<file path="src/design/obdr_pkg.sv">
// obdr_pkg: shared types and constants for the obd transport reassembly block
// no dependencies
`default_nettype none
package obdr_pkg;
    localparam int NumSlots   = 8;
    localparam int MaxPayload = 64;
    localparam int SlotW      = $clog2(NumSlots);
    localparam int PosW       = $clog2(MaxPayload);
    localparam int LenW       = $clog2(MaxPayload + 1);
    localparam int MemW       = SlotW + PosW;

    localparam logic [1:0] KIND_BYTE  = 2'd0;
    localparam logic [1:0] KIND_FLOW  = 2'd1;
    localparam logic [1:0] KIND_EMPTY = 2'd2;

    localparam logic [3:0] FT_SINGLE = 4'd0;
    localparam logic [3:0] FT_FIRST  = 4'd1;
    localparam logic [3:0] FT_CONSEC = 4'd2;

    localparam logic [0:0] CFG_FLOW_OFFSET = 1'd0;
    localparam logic [0:0] CFG_FLOW_STATUS = 1'd1;

    // commands from controller to datapath
    typedef struct packed {
        logic load;     // capture input item and decode
        logic apply;    // update slot tables and store bytes
        logic emit_rd;  // issue memory read for next byte
        logic out_load; // load output register
        logic out_clr;  // output taken
    } obdr_cmd_t;

    // status from datapath to controller
    typedef struct packed {
        logic       drop;      // item causes nothing
        logic       flow;      // first frame: one flow result
        logic       single;    // single frame: bytes from the frame
        logic       complete;  // consecutive frame completes a message
        logic       out_valid;
        logic       out_ready;
        logic       more;      // more bytes to emit
        logic       wr_busy;   // payload bytes still being written
    } obdr_sts_t;
endpackage
`default_nettype wire

</file>
<file path="src/design/obdr_ctrl.sv">
// obdr_ctrl: sequencer for frame handling and result emission
// depends on obdr_pkg
`default_nettype none
module obdr_ctrl (
    input  wire logic              aclk,
    input  wire logic              aresetn,
    input  wire logic              s_valid,
    output logic                   s_ready,
    input  wire obdr_pkg::obdr_sts_t sts,
    output obdr_pkg::obdr_cmd_t    cmd
);
    import obdr_pkg::*;

    typedef enum logic [2:0] {
        ST_IDLE, ST_DECODE, ST_APPLY, ST_READ, ST_EMIT, ST_DRAIN
    } state_t;

    state_t state_reg;

    always_comb begin
        cmd = '0;
        // a new frame waits until the previous frame's bytes are stored
        s_ready = (state_reg == ST_IDLE) && !sts.wr_busy;
        cmd.load = s_valid && s_ready;
        unique case (state_reg)
            ST_IDLE:   ;
            ST_DECODE: cmd.apply = 1'b1;
            ST_APPLY:  ;
            ST_READ:   cmd.emit_rd = 1'b1;
            ST_EMIT: begin
                if (!sts.out_valid || sts.out_ready) begin
                    cmd.out_load = 1'b1;
                    cmd.emit_rd = sts.more;
                end
            end
            ST_DRAIN:  ;
            default:   ;
        endcase
        cmd.out_clr = sts.out_valid && sts.out_ready;
    end

    always_ff @(posedge aclk) begin
        if (!aresetn) begin
            state_reg <= ST_IDLE;
        end else begin
            unique case (state_reg)
                ST_IDLE:   if (cmd.load) state_reg <= ST_DECODE;
                ST_DECODE: state_reg <= ST_APPLY;
                ST_APPLY: begin
                    if (sts.drop) state_reg <= ST_IDLE;
                    else if (sts.complete) state_reg <= ST_READ;
                    else state_reg <= ST_EMIT;
                end
                ST_READ:   state_reg <= ST_EMIT;
                ST_EMIT: begin
                    if (!sts.out_valid || sts.out_ready) begin
                        if (!sts.more) state_reg <= ST_IDLE;
                    end
                end
                default:   state_reg <= ST_IDLE;
            endcase
        end
    end

    assert property (@(posedge aclk) disable iff (!aresetn)
        s_ready |-> state_reg == ST_IDLE) else $error("ready outside idle");
    assert property (@(posedge aclk) disable iff (!aresetn)
        cmd.load |=> state_reg == ST_DECODE) else $error("load not decoded");
    assert property (@(posedge aclk) disable iff (!aresetn)
        state_reg == ST_READ |=> state_reg == ST_EMIT) else $error("read lost");
endmodule
`default_nettype wire

</file>
<file path="config.mk">
export PLATFORM = sky130hd
export DESIGN_NAME = obdr_ctrl
export DESIGN_NICKNAME = d
export VERILOG_FILES = /design/src/design/obdr_pkg.sv /design/src/design/obdr_ctrl.sv
export SDC_FILE = /design/constraint.sdc
export NUM_CORES = 1
export LEC_CHECK = 0
export BUFFER_PORTS_ARGS = -buffer_cell sky130_fd_sc_hd__buf_2
export CAP_MARGIN = 10
export CORE_AREA = 2 2 39 41
export CTS_BUF_LIST = sky130_fd_sc_hd__clkbuf_2
export CTS_CLUSTER_DIAMETER = 200
export DETAILED_ROUTE_END_ITERATION = 8
export DIE_AREA = 0 0 41 43
export HOLD_SLACK_MARGIN = 0.1
export PLACE_DENSITY = 0.42
export SKIP_CTS_REPAIR_TIMING = 1
export SYNTH_ARGS = -nofsm -noshare
export SYNTH_HDL_FRONTEND = slang
export SYNTH_SLANG_ARGS = --single-unit
</file>
<file path="constraint.sdc">
create_clock -name aclk -period 1.7 [get_ports aclk]
set_clock_uncertainty 0.15 [all_clocks]
set_input_delay 0.085 -clock aclk [delete_from_list [all_inputs] [get_ports aclk]]
set_output_delay 0.085 -clock aclk [all_outputs]
set_load 0.005 [all_outputs]
</file>
* Word-level counts from Yosys, hierarchy flattened
Index checks and enable logic that the tools add are counted.
** Word-level totals
- Flip-flop bits (word level) :: 3
- Bits of input ports :: 11
- Output and inout port bits :: 6
- Word-level logic and storage cells :: 26
** Cells by class
- Equal/unequal tests :: 7
- Mux-type cells :: 10
- Reductions and logical operators :: 8
** Operators with widths (number)
- $mux W3 :: 5
- $pmux W3 S5 :: 1
- $eq A3 B2 Y1 const B :: 2
- $ne A2 B2 Y1 const B :: 3
- $eq A3 B1 Y1 const B :: 1
- $eq A3 B3 Y1 const B :: 1
- $logic_and A1 B1 Y1 :: 3
- $logic_not A3 Y1 :: 1
- $reduce_and A3 Y1 :: 1
- $logic_not A1 Y1 :: 2
- $mux W1 :: 2
- $mux W2 :: 1
- $pmux W1 S2 :: 1
- $logic_or A1 B1 Y1 :: 1

* Logic depth before layout (Yosys ltp)
Gate-level depths: netlist of run 1.
- Depth after elaboration :: 5
- Depth in mapped cells :: 3
- Gate-level depth less buffers :: 3

* Worst setup path before layout of run 1
Ideal clock, no wire load.
- Kind :: reg-to-reg
- From :: register state_reg[0]
- To :: register state_reg[2]
- Library setup time :: 0.126 ns
- Arrival :: 0.927 ns
- Data required time :: 1.424 ns
- Slack :: 0.497 ns
- Cell stages (with the launch flop) :: 4
- Path buffers :: 0
- Clock period less this slack :: 1.203 ns
- Cell sequence :: dfxtp_1 -> or3_4 -> o21ai_0 -> a21oi_1
** On the way
- Word-level cells in the longest chain between the ends :: 5
- Elaborated cells between the ends (all ways) :: 12
- Those cells by class :: 7 x eq/ne; 1 x mux; 4 x reduce/logical
** Ends and longest elaborated chain
- start: declaration :: RTL line obdr_ctrl.sv:18 : state_t state_reg;
- start signal: assignment :: RTL line obdr_ctrl.sv:44 : state_reg <= ST_IDLE;
- start signal: assignment :: RTL line obdr_ctrl.sv:47 : ST_IDLE: if (cmd.load) state_reg <= ST_DECODE;
- start signal: assignment :: RTL line obdr_ctrl.sv:48 : ST_DECODE: state_reg <= ST_APPLY;
- $logic_not A3 Y1 :: RTL line obdr_ctrl.sv:23, obdr_ctrl.sv:46
- $logic_and A1 B1 Y1 :: RTL line obdr_ctrl.sv:23 : s_ready = (state_reg == ST_IDLE) && !sts.wr_busy;
- $logic_and A1 B1 Y1 :: RTL line obdr_ctrl.sv:24 : cmd.load = s_valid && s_ready;
- $ne A2 B2 Y1 (no line)
- $reduce_and A3 Y1 (no line)
Parallel ways exist; a longest one is shown, timed or not.
A chain may end at the register's enable or synchronous reset.

==> impl_metrics.env, run 1 <==
export IMPL_status="finished, final reports clean"
export IMPL_worst_pin_slew_ps=258.6
export IMPL_clk_pin_slew_ps=40
export IMPL_critPathRequiredTime_ps=1460
export IMPL_grt_max_degree=7
export IMPL_fin_cells=58
export IMPL_hold_path_class="primary input to flip-flop"
export IMPL_start_util_pct=14.20
export IMPL_vias=233
export IMPL_synthCells=23
export IMPL_dpl_cell_count=53
export IMPL_diodes=0
export IMPL_yosys_area_top_type="dfxtp_1"
export IMPL_die_area_sq_um=1763
export IMPL_clock_root_buffer="clkbuf_2"
export IMPL_cp_end_kind="output pin"
export IMPL_p_leak_nw=0.1697
export IMPL_ys_warn_count=0
export IMPL_placed_cell_area_sq_um=286.5
export IMPL_hold_start="sts[1]"
export IMPL_cts_made_buffers=3
export IMPL_core_area_sq_um=1384
export IMPL_setup_violations=0
export IMPL_hold_path_depth=3
export IMPL_cts_max_path_buffers=2
export IMPL_synth_seq_cells=3
export IMPL_final_hold_violation_count=0
export IMPL_synth_area_leaders="dfxtp_1 (31%), nor2b_1 (13%), o21ai_0 (7.6%)"
export IMPL_largest_reg_flops=3
export IMPL_grt_setup_unrepaired="false"
export IMPL_fin_crit_ps=1463
export IMPL_regArea_sq_um=60.06
export IMPL_final_layout_size_suffix_gt1_share_pct=50.00
export IMPL_worstPathArrival_ps=1230
export IMPL_final_antenna_net_count=0
export IMPL_pin_count=17
export IMPL_yosys_area_top_type_share_pct=30.57
export IMPL_hold_end="state_reg[2]$_SDFFE_PN0P_"
export IMPL_syn_area_sq_um=196.4
export IMPL_io_buffers=14
export IMPL_synth_cell_types=13
export IMPL_r2r_cells=3
export IMPL_startpoint_type="flip-flop"
export IMPL_synth_area_per_cell_sq_um=8.541
export IMPL_report_final_slew_viol_count=0
export IMPL_worstSkewPairLatency_ps=200
export IMPL_die_w_um=41
export IMPL_layout_nets=54
export IMPL_firstDrtPassIters=2
export IMPL_wl_um=505
export IMPL_holdWs_ps=93.59
export IMPL_grt_pass1_vias=232
export IMPL_critPathKind="flip-flop to output pin"
export IMPL_wl_per_cell_um=8.707
export IMPL_cts_tree="built"
export IMPL_grt_total_usage_pct=6.921
export IMPL_cts_max_level=1
export IMPL_crit_chain="nor3b_1 -> nor2b_1 -> a22o_2 -> buf_2"
export IMPL_synth_seq_area_share_pct=30.57
export IMPL_slew_headroom_pct=82.73
export IMPL_rrSetupSlack_ps=400
export IMPL_post_route_period_util_pct=86.05
export IMPL_finalInstanceArea_sq_um=316.6
export IMPL_drc=0
export IMPL_placementRows=14
export IMPL_antenna_found_initial=0
export IMPL_fp_dieH_um=43
export IMPL_areaGrowthSynthToFinish_pct=61.15
export IMPL_multiInputGateArea_sq_um=136.4
export IMPL_clock_sinks=3
export IMPL_finalSetupTns_ps=0
export IMPL_overflow=0
export IMPL_drv_cap=0
export IMPL_peakVddDrop_mv=0.2226
export IMPL_crit_fanout=6
export IMPL_n_fill_cell=157
export IMPL_syn_nets=34
export IMPL_drtIter0Drc=2
export IMPL_rr_startpoint="state_reg[0]$_SDFFE_PN0P_"
export IMPL_fmax_mhz=683.6
export IMPL_r2r_end="state_reg[2]$_SDFFE_PN0P_"
export IMPL_place_gp_congestion=0.6205
export IMPL_critPathMaxStageDelay_ps=350
export IMPL_cp_slowest_cell="dfxtp_1"
export IMPL_grt_pass1_wl_um=821
export IMPL_via_per_inst=4.017
export IMPL_powerDensity_nw_per_um2=668.4
==> worst max-delay path, delay by kind of cell, from the launching register on <==
| family | cells | cell delay [ps] |
|---|---|---|
| and+or+nand+nor | 2 | 440 |
| DFF | 1 | 350 |
| AOI/OAI and AO/OA | 1 | 140 |
| buffers and inverters | 1 | 100 |
==> cells in the final DEF (no fill, tap or decap) <==
master / Yosys / routed
buf_2: 0 / 14
nor2b_1: 4 / 4
clkbuf_2: 0 / 4
nor2_1: 3 / 3
o21ai_0: 3 / 3
dfxtp_1: 3 / 3
nor3b_1: 2 / 2
a22o_2: 1 / 1
or3_4: 1 / 1
nor2b_4: 1 / 1
and2_1: 1 / 1
and3_1: 1 / 1
o21a_1: 1 / 1
a21oi_1: 1 / 1
o211a_1: 1 / 1
dlygate4sd3_1: 0 / 1
==> cell type report <==
type	count	share of cell area, %
Clock buffer	4	6.324
Multi-Input combinational cell	20	43.08
Sequential cell	3	18.97
Tap cell	16	6.324
Timing Repair Buffer	15	25.30
==> synthesized netlist by cell type <==
cell,count
nor2b_1,4
dfxtp_1,3
nor2_1,3
o21ai_0,3
nor3b_1,2
a21oi_1,1
a22o_2,1
and2_1,1
and3_1,1
nor2b_4,1
o211a_1,1
o21a_1,1
or3_4,1
==> how the worst max path moves through the flow <==
stage	from	to	slack, ps
2_1_floorplan	state_reg[0]$_SDFFE_PN0P_	state_reg[2]$_SDFFE_PN0P_	500
3_3_place_gp	state_reg[0]$_SDFFE_PN0P_	state_reg[2]$_SDFFE_PN0P_	380
3_5_place_dp	state_reg[0]$_SDFFE_PN0P_	state_reg[2]$_SDFFE_PN0P_	410
4_1_cts	state_reg[0]$_SDFFE_PN0P_	cmd[2]	220
5_1_grt	state_reg[0]$_SDFFE_PN0P_	cmd[2]	90
6_report	state_reg[0]$_SDFFE_PN0P_	cmd[2]	240
==> metrics by stage <==
step	power [W]	setup slack (ps)	utilization [%]
after floorplan	0.00009377	496.7	-
after global placement	0.0001123	377.4	20.71
after detailed placement	0.0001126	406.8	20.71
after CTS	0.0002128	216.8	22.15
after global routing	0.0002295	85.87	22.88
final	0.0002116	237.2	22.88
==> kinds of logic after synthesis <==
kind of cell / Yosys count / share of synthesized area, %
DFF: 3 / 30.57
AOI/OAI and AO/OA: 7 / 24.20
and+or+nand+nor: 13 / 45.22
==> report_power, final <==
part	switching, W	internal [W]
clock	0.0000367	0.0000621
sequential	0.00000255	0.0000728
combinational	0.0000150	0.0000224
total	0.0000543	0.000157
==> routing by layer <==
metal / vias up / global-route usage [%] / routed length, um / share of wire (%)
met5: - / 0 / 0 / 0
met4: 0 / 6.000 / 0 / 0
met3: 0 / 1.571 / 43 / 8.5
met2: 12 / 9.688 / 232 / 46
met1: 101 / 8.333 / 228 / 45
li1: 120 / - / - / -
(Power assumes the default switching activity.)
==> run 2, diff against run 1 <==
--- a/config.mk
+++ b/config.mk
@@ -13,7 +13,7 @@
 export DETAILED_ROUTE_END_ITERATION = 8
 export DIE_AREA = 0 0 41 43
 export HOLD_SLACK_MARGIN = 0.1
-export PLACE_DENSITY = 0.42
+export PLACE_DENSITY = 0.4
 export SKIP_CTS_REPAIR_TIMING = 1
 export SYNTH_ARGS = -nofsm -noshare
 export SYNTH_HDL_FRONTEND = slang
==> run 2 against run 1 <==
Clock power fell by 2%. Setup slack got worse by 3.5 ps. Die area did not move. Maximum frequency fell by 0.24%. Global-route usage rose by 1.1 points. Sequential power barely moved. Critical endpoint unchanged. Highest routed layer unchanged.
==> impl_metrics.env, run 2 (synthesis results as in run 1) <==
export IMPL_largest_reg_flops=3
export IMPL_crit_fanout=6
export IMPL_placementRows=14
export IMPL_pin_count=17
export IMPL_grt_max_degree=7
export IMPL_worstPathArrival_ps=1230
export IMPL_layout_common_cells="buf_2 (14), nor2b_1 (4), clkbuf_2 (4)"
export IMPL_worst_pin_slew_ps=264.4
export IMPL_drtIter0Drc=4
export IMPL_hold_start="sts[4]"
export IMPL_rr_startpoint="state_reg[0]$_SDFFE_PN0P_"
export IMPL_p_comb_share_pct=17.7
export IMPL_wl_met2_um=221
export IMPL_report_final_slew_viol_count=0
export IMPL_diodes=0
export IMPL_switchingPower_w=0.00005236
export IMPL_final_common_cell="buf_2"
export IMPL_hold_path_class="primary input to flip-flop"
export IMPL_layout_setup_ws_ps=233.7
export IMPL_place_gp_congestion=0.6201
export IMPL_r2r_end="state_reg[2]$_SDFFE_PN0P_"
export IMPL_hold_end="state_reg[2]$_SDFFE_PN0P_"
export IMPL_p_int_w=0.0001573
export IMPL_clk_pin_slew_ps=40
export IMPL_io_buffers=14
export IMPL_powerDensity_nw_per_um2=662.4
export IMPL_die_w_um=41
export IMPL_peakVddDrop_mv=0.2142
export IMPL_hpwl_um=409.3
export IMPL_cts_made_buffers=3
export IMPL_die_area_sq_um=1763
export IMPL_grt_setup_unrepaired="false"
export IMPL_status="finished, final reports clean"
export IMPL_slew_headroom_pct=82.18
export IMPL_rrSetupSlack_ps=400
export IMPL_cts_max_level=1
export IMPL_drc=0
export IMPL_highest_layer="met3"
export IMPL_fp_dieH_um=43
export IMPL_clock_root_buffer="clkbuf_2"
export IMPL_fin_crit_ps=1466
export IMPL_finalSetupTns_ps=0
export IMPL_n_fill_cell=164
export IMPL_core_area_sq_um=1384
export IMPL_finalInstanceArea_sq_um=316.6
export IMPL_cts_tree="built"
export IMPL_vias=227
export IMPL_wl_um=493
export IMPL_p_leak_nw=0.1697
export IMPL_power_frac_seq_pct=36.0
export IMPL_startpoint_type="flip-flop"
export IMPL_fin_total_pwr_w=0.0002097
export IMPL_setup_violations=0
export IMPL_worstSkewPairLatency_ps=200
export IMPL_critPathRequiredTime_ps=1460
export IMPL_layout_nets=54
export IMPL_areaGrowthSynthToFinish_pct=61.15
export IMPL_clkPwrFrac_pct=46.4
export IMPL_preCtsSetupSlack_ps=397.8
export IMPL_wl_per_cell_um=8.500
export IMPL_overflow=0
export IMPL_grt_pass1_wl_um=876
export IMPL_wl_met1_um=226
export IMPL_placed_cell_area_sq_um=286.5
export IMPL_final_antenna_net_count=0
export IMPL_start_util_pct=14.20
export IMPL_final_hold_violation_count=0
export IMPL_clock_sinks=3
export IMPL_critPathKind="flip-flop to output pin"
export IMPL_firstDrtPassIters=2
export IMPL_wl_met3_um=46
export IMPL_cts_max_path_buffers=2
export IMPL_hold_path_depth=4
export IMPL_drv_cap=0
export IMPL_antenna_found_initial=0
export IMPL_grt_pass1_vias=221
export IMPL_r2r_cells=3
export IMPL_fmax_mhz=682.0
export IMPL_p_sw_share_pct=24.97
export IMPL_final_layout_size_suffix_gt1_share_pct=50.00
export IMPL_via_per_inst=3.914
export IMPL_cp_end_kind="output pin"
export IMPL_post_route_period_util_pct=86.26
export IMPL_grt_total_usage_pct=8.024
-- run 2: final cells by class --
class,count,area (sq um),area share (%)
multi-input combinational,20,136.4,43.08
timing repair buffer,15,80.08,25.30
sequential,3,60.06,18.97
clock buffer,4,20.02,6.324
tap,16,20.02,6.324
-- run 2: how the worst max path moves through the flow --
stage                                         start                         to  slack, ps  depth (start not counted)
after floorplan           state_reg[0]$_SDFFE_PN0P_  state_reg[2]$_SDFFE_PN0P_        500                          3
after global placement    state_reg[0]$_SDFFE_PN0P_  state_reg[2]$_SDFFE_PN0P_        380                          3
after detailed placement  state_reg[0]$_SDFFE_PN0P_  state_reg[2]$_SDFFE_PN0P_        400                          3
after CTS                 state_reg[0]$_SDFFE_PN0P_                     cmd[2]        210                          4
after global routing      state_reg[2]$_SDFFE_PN0P_                     cmd[2]        120                          4
final                     state_reg[0]$_SDFFE_PN0P_                     cmd[2]        230                          4
-- run 2: routing by layer --
layer,vias up,global-route usage (%)
met4,0,6.000
met1,96,8.974
met5,-,0
li1,119,-
met2,12,9.375
met3,0,6.806
-- run 2: critical path, stage by stage (launching register included) --
cell and delay (ps):
dfxtp_1 350, nor3b_1 240, nor2b_1 200, a22o_2 150, buf_2 100
-- run 2: power groups by stage --
stage	sequential [W]	combinational, W	clock (W)
floorplan	0.0000758	0.0000180	0
global placement	0.0000767	0.0000357	0
detailed placement	0.0000766	0.0000357	0
CTS	0.0000753	0.0000358	0.000106
global route	0.0000757	0.0000423	0.000112
finish	0.0000754	0.0000371	0.0000972
-- run 2: stage by stage --
step | std cells | hold slack [ps] | utilization [%]
floorplan | 23 | 51.10 | -
global placement | 53 | 186.6 | 20.71
detailed placement | 53 | 173.1 | 20.71
CTS | 57 | -51.32 | 22.15
global route | 58 | 117.7 | 22.88
finish | 58 | 107.8 | 22.88
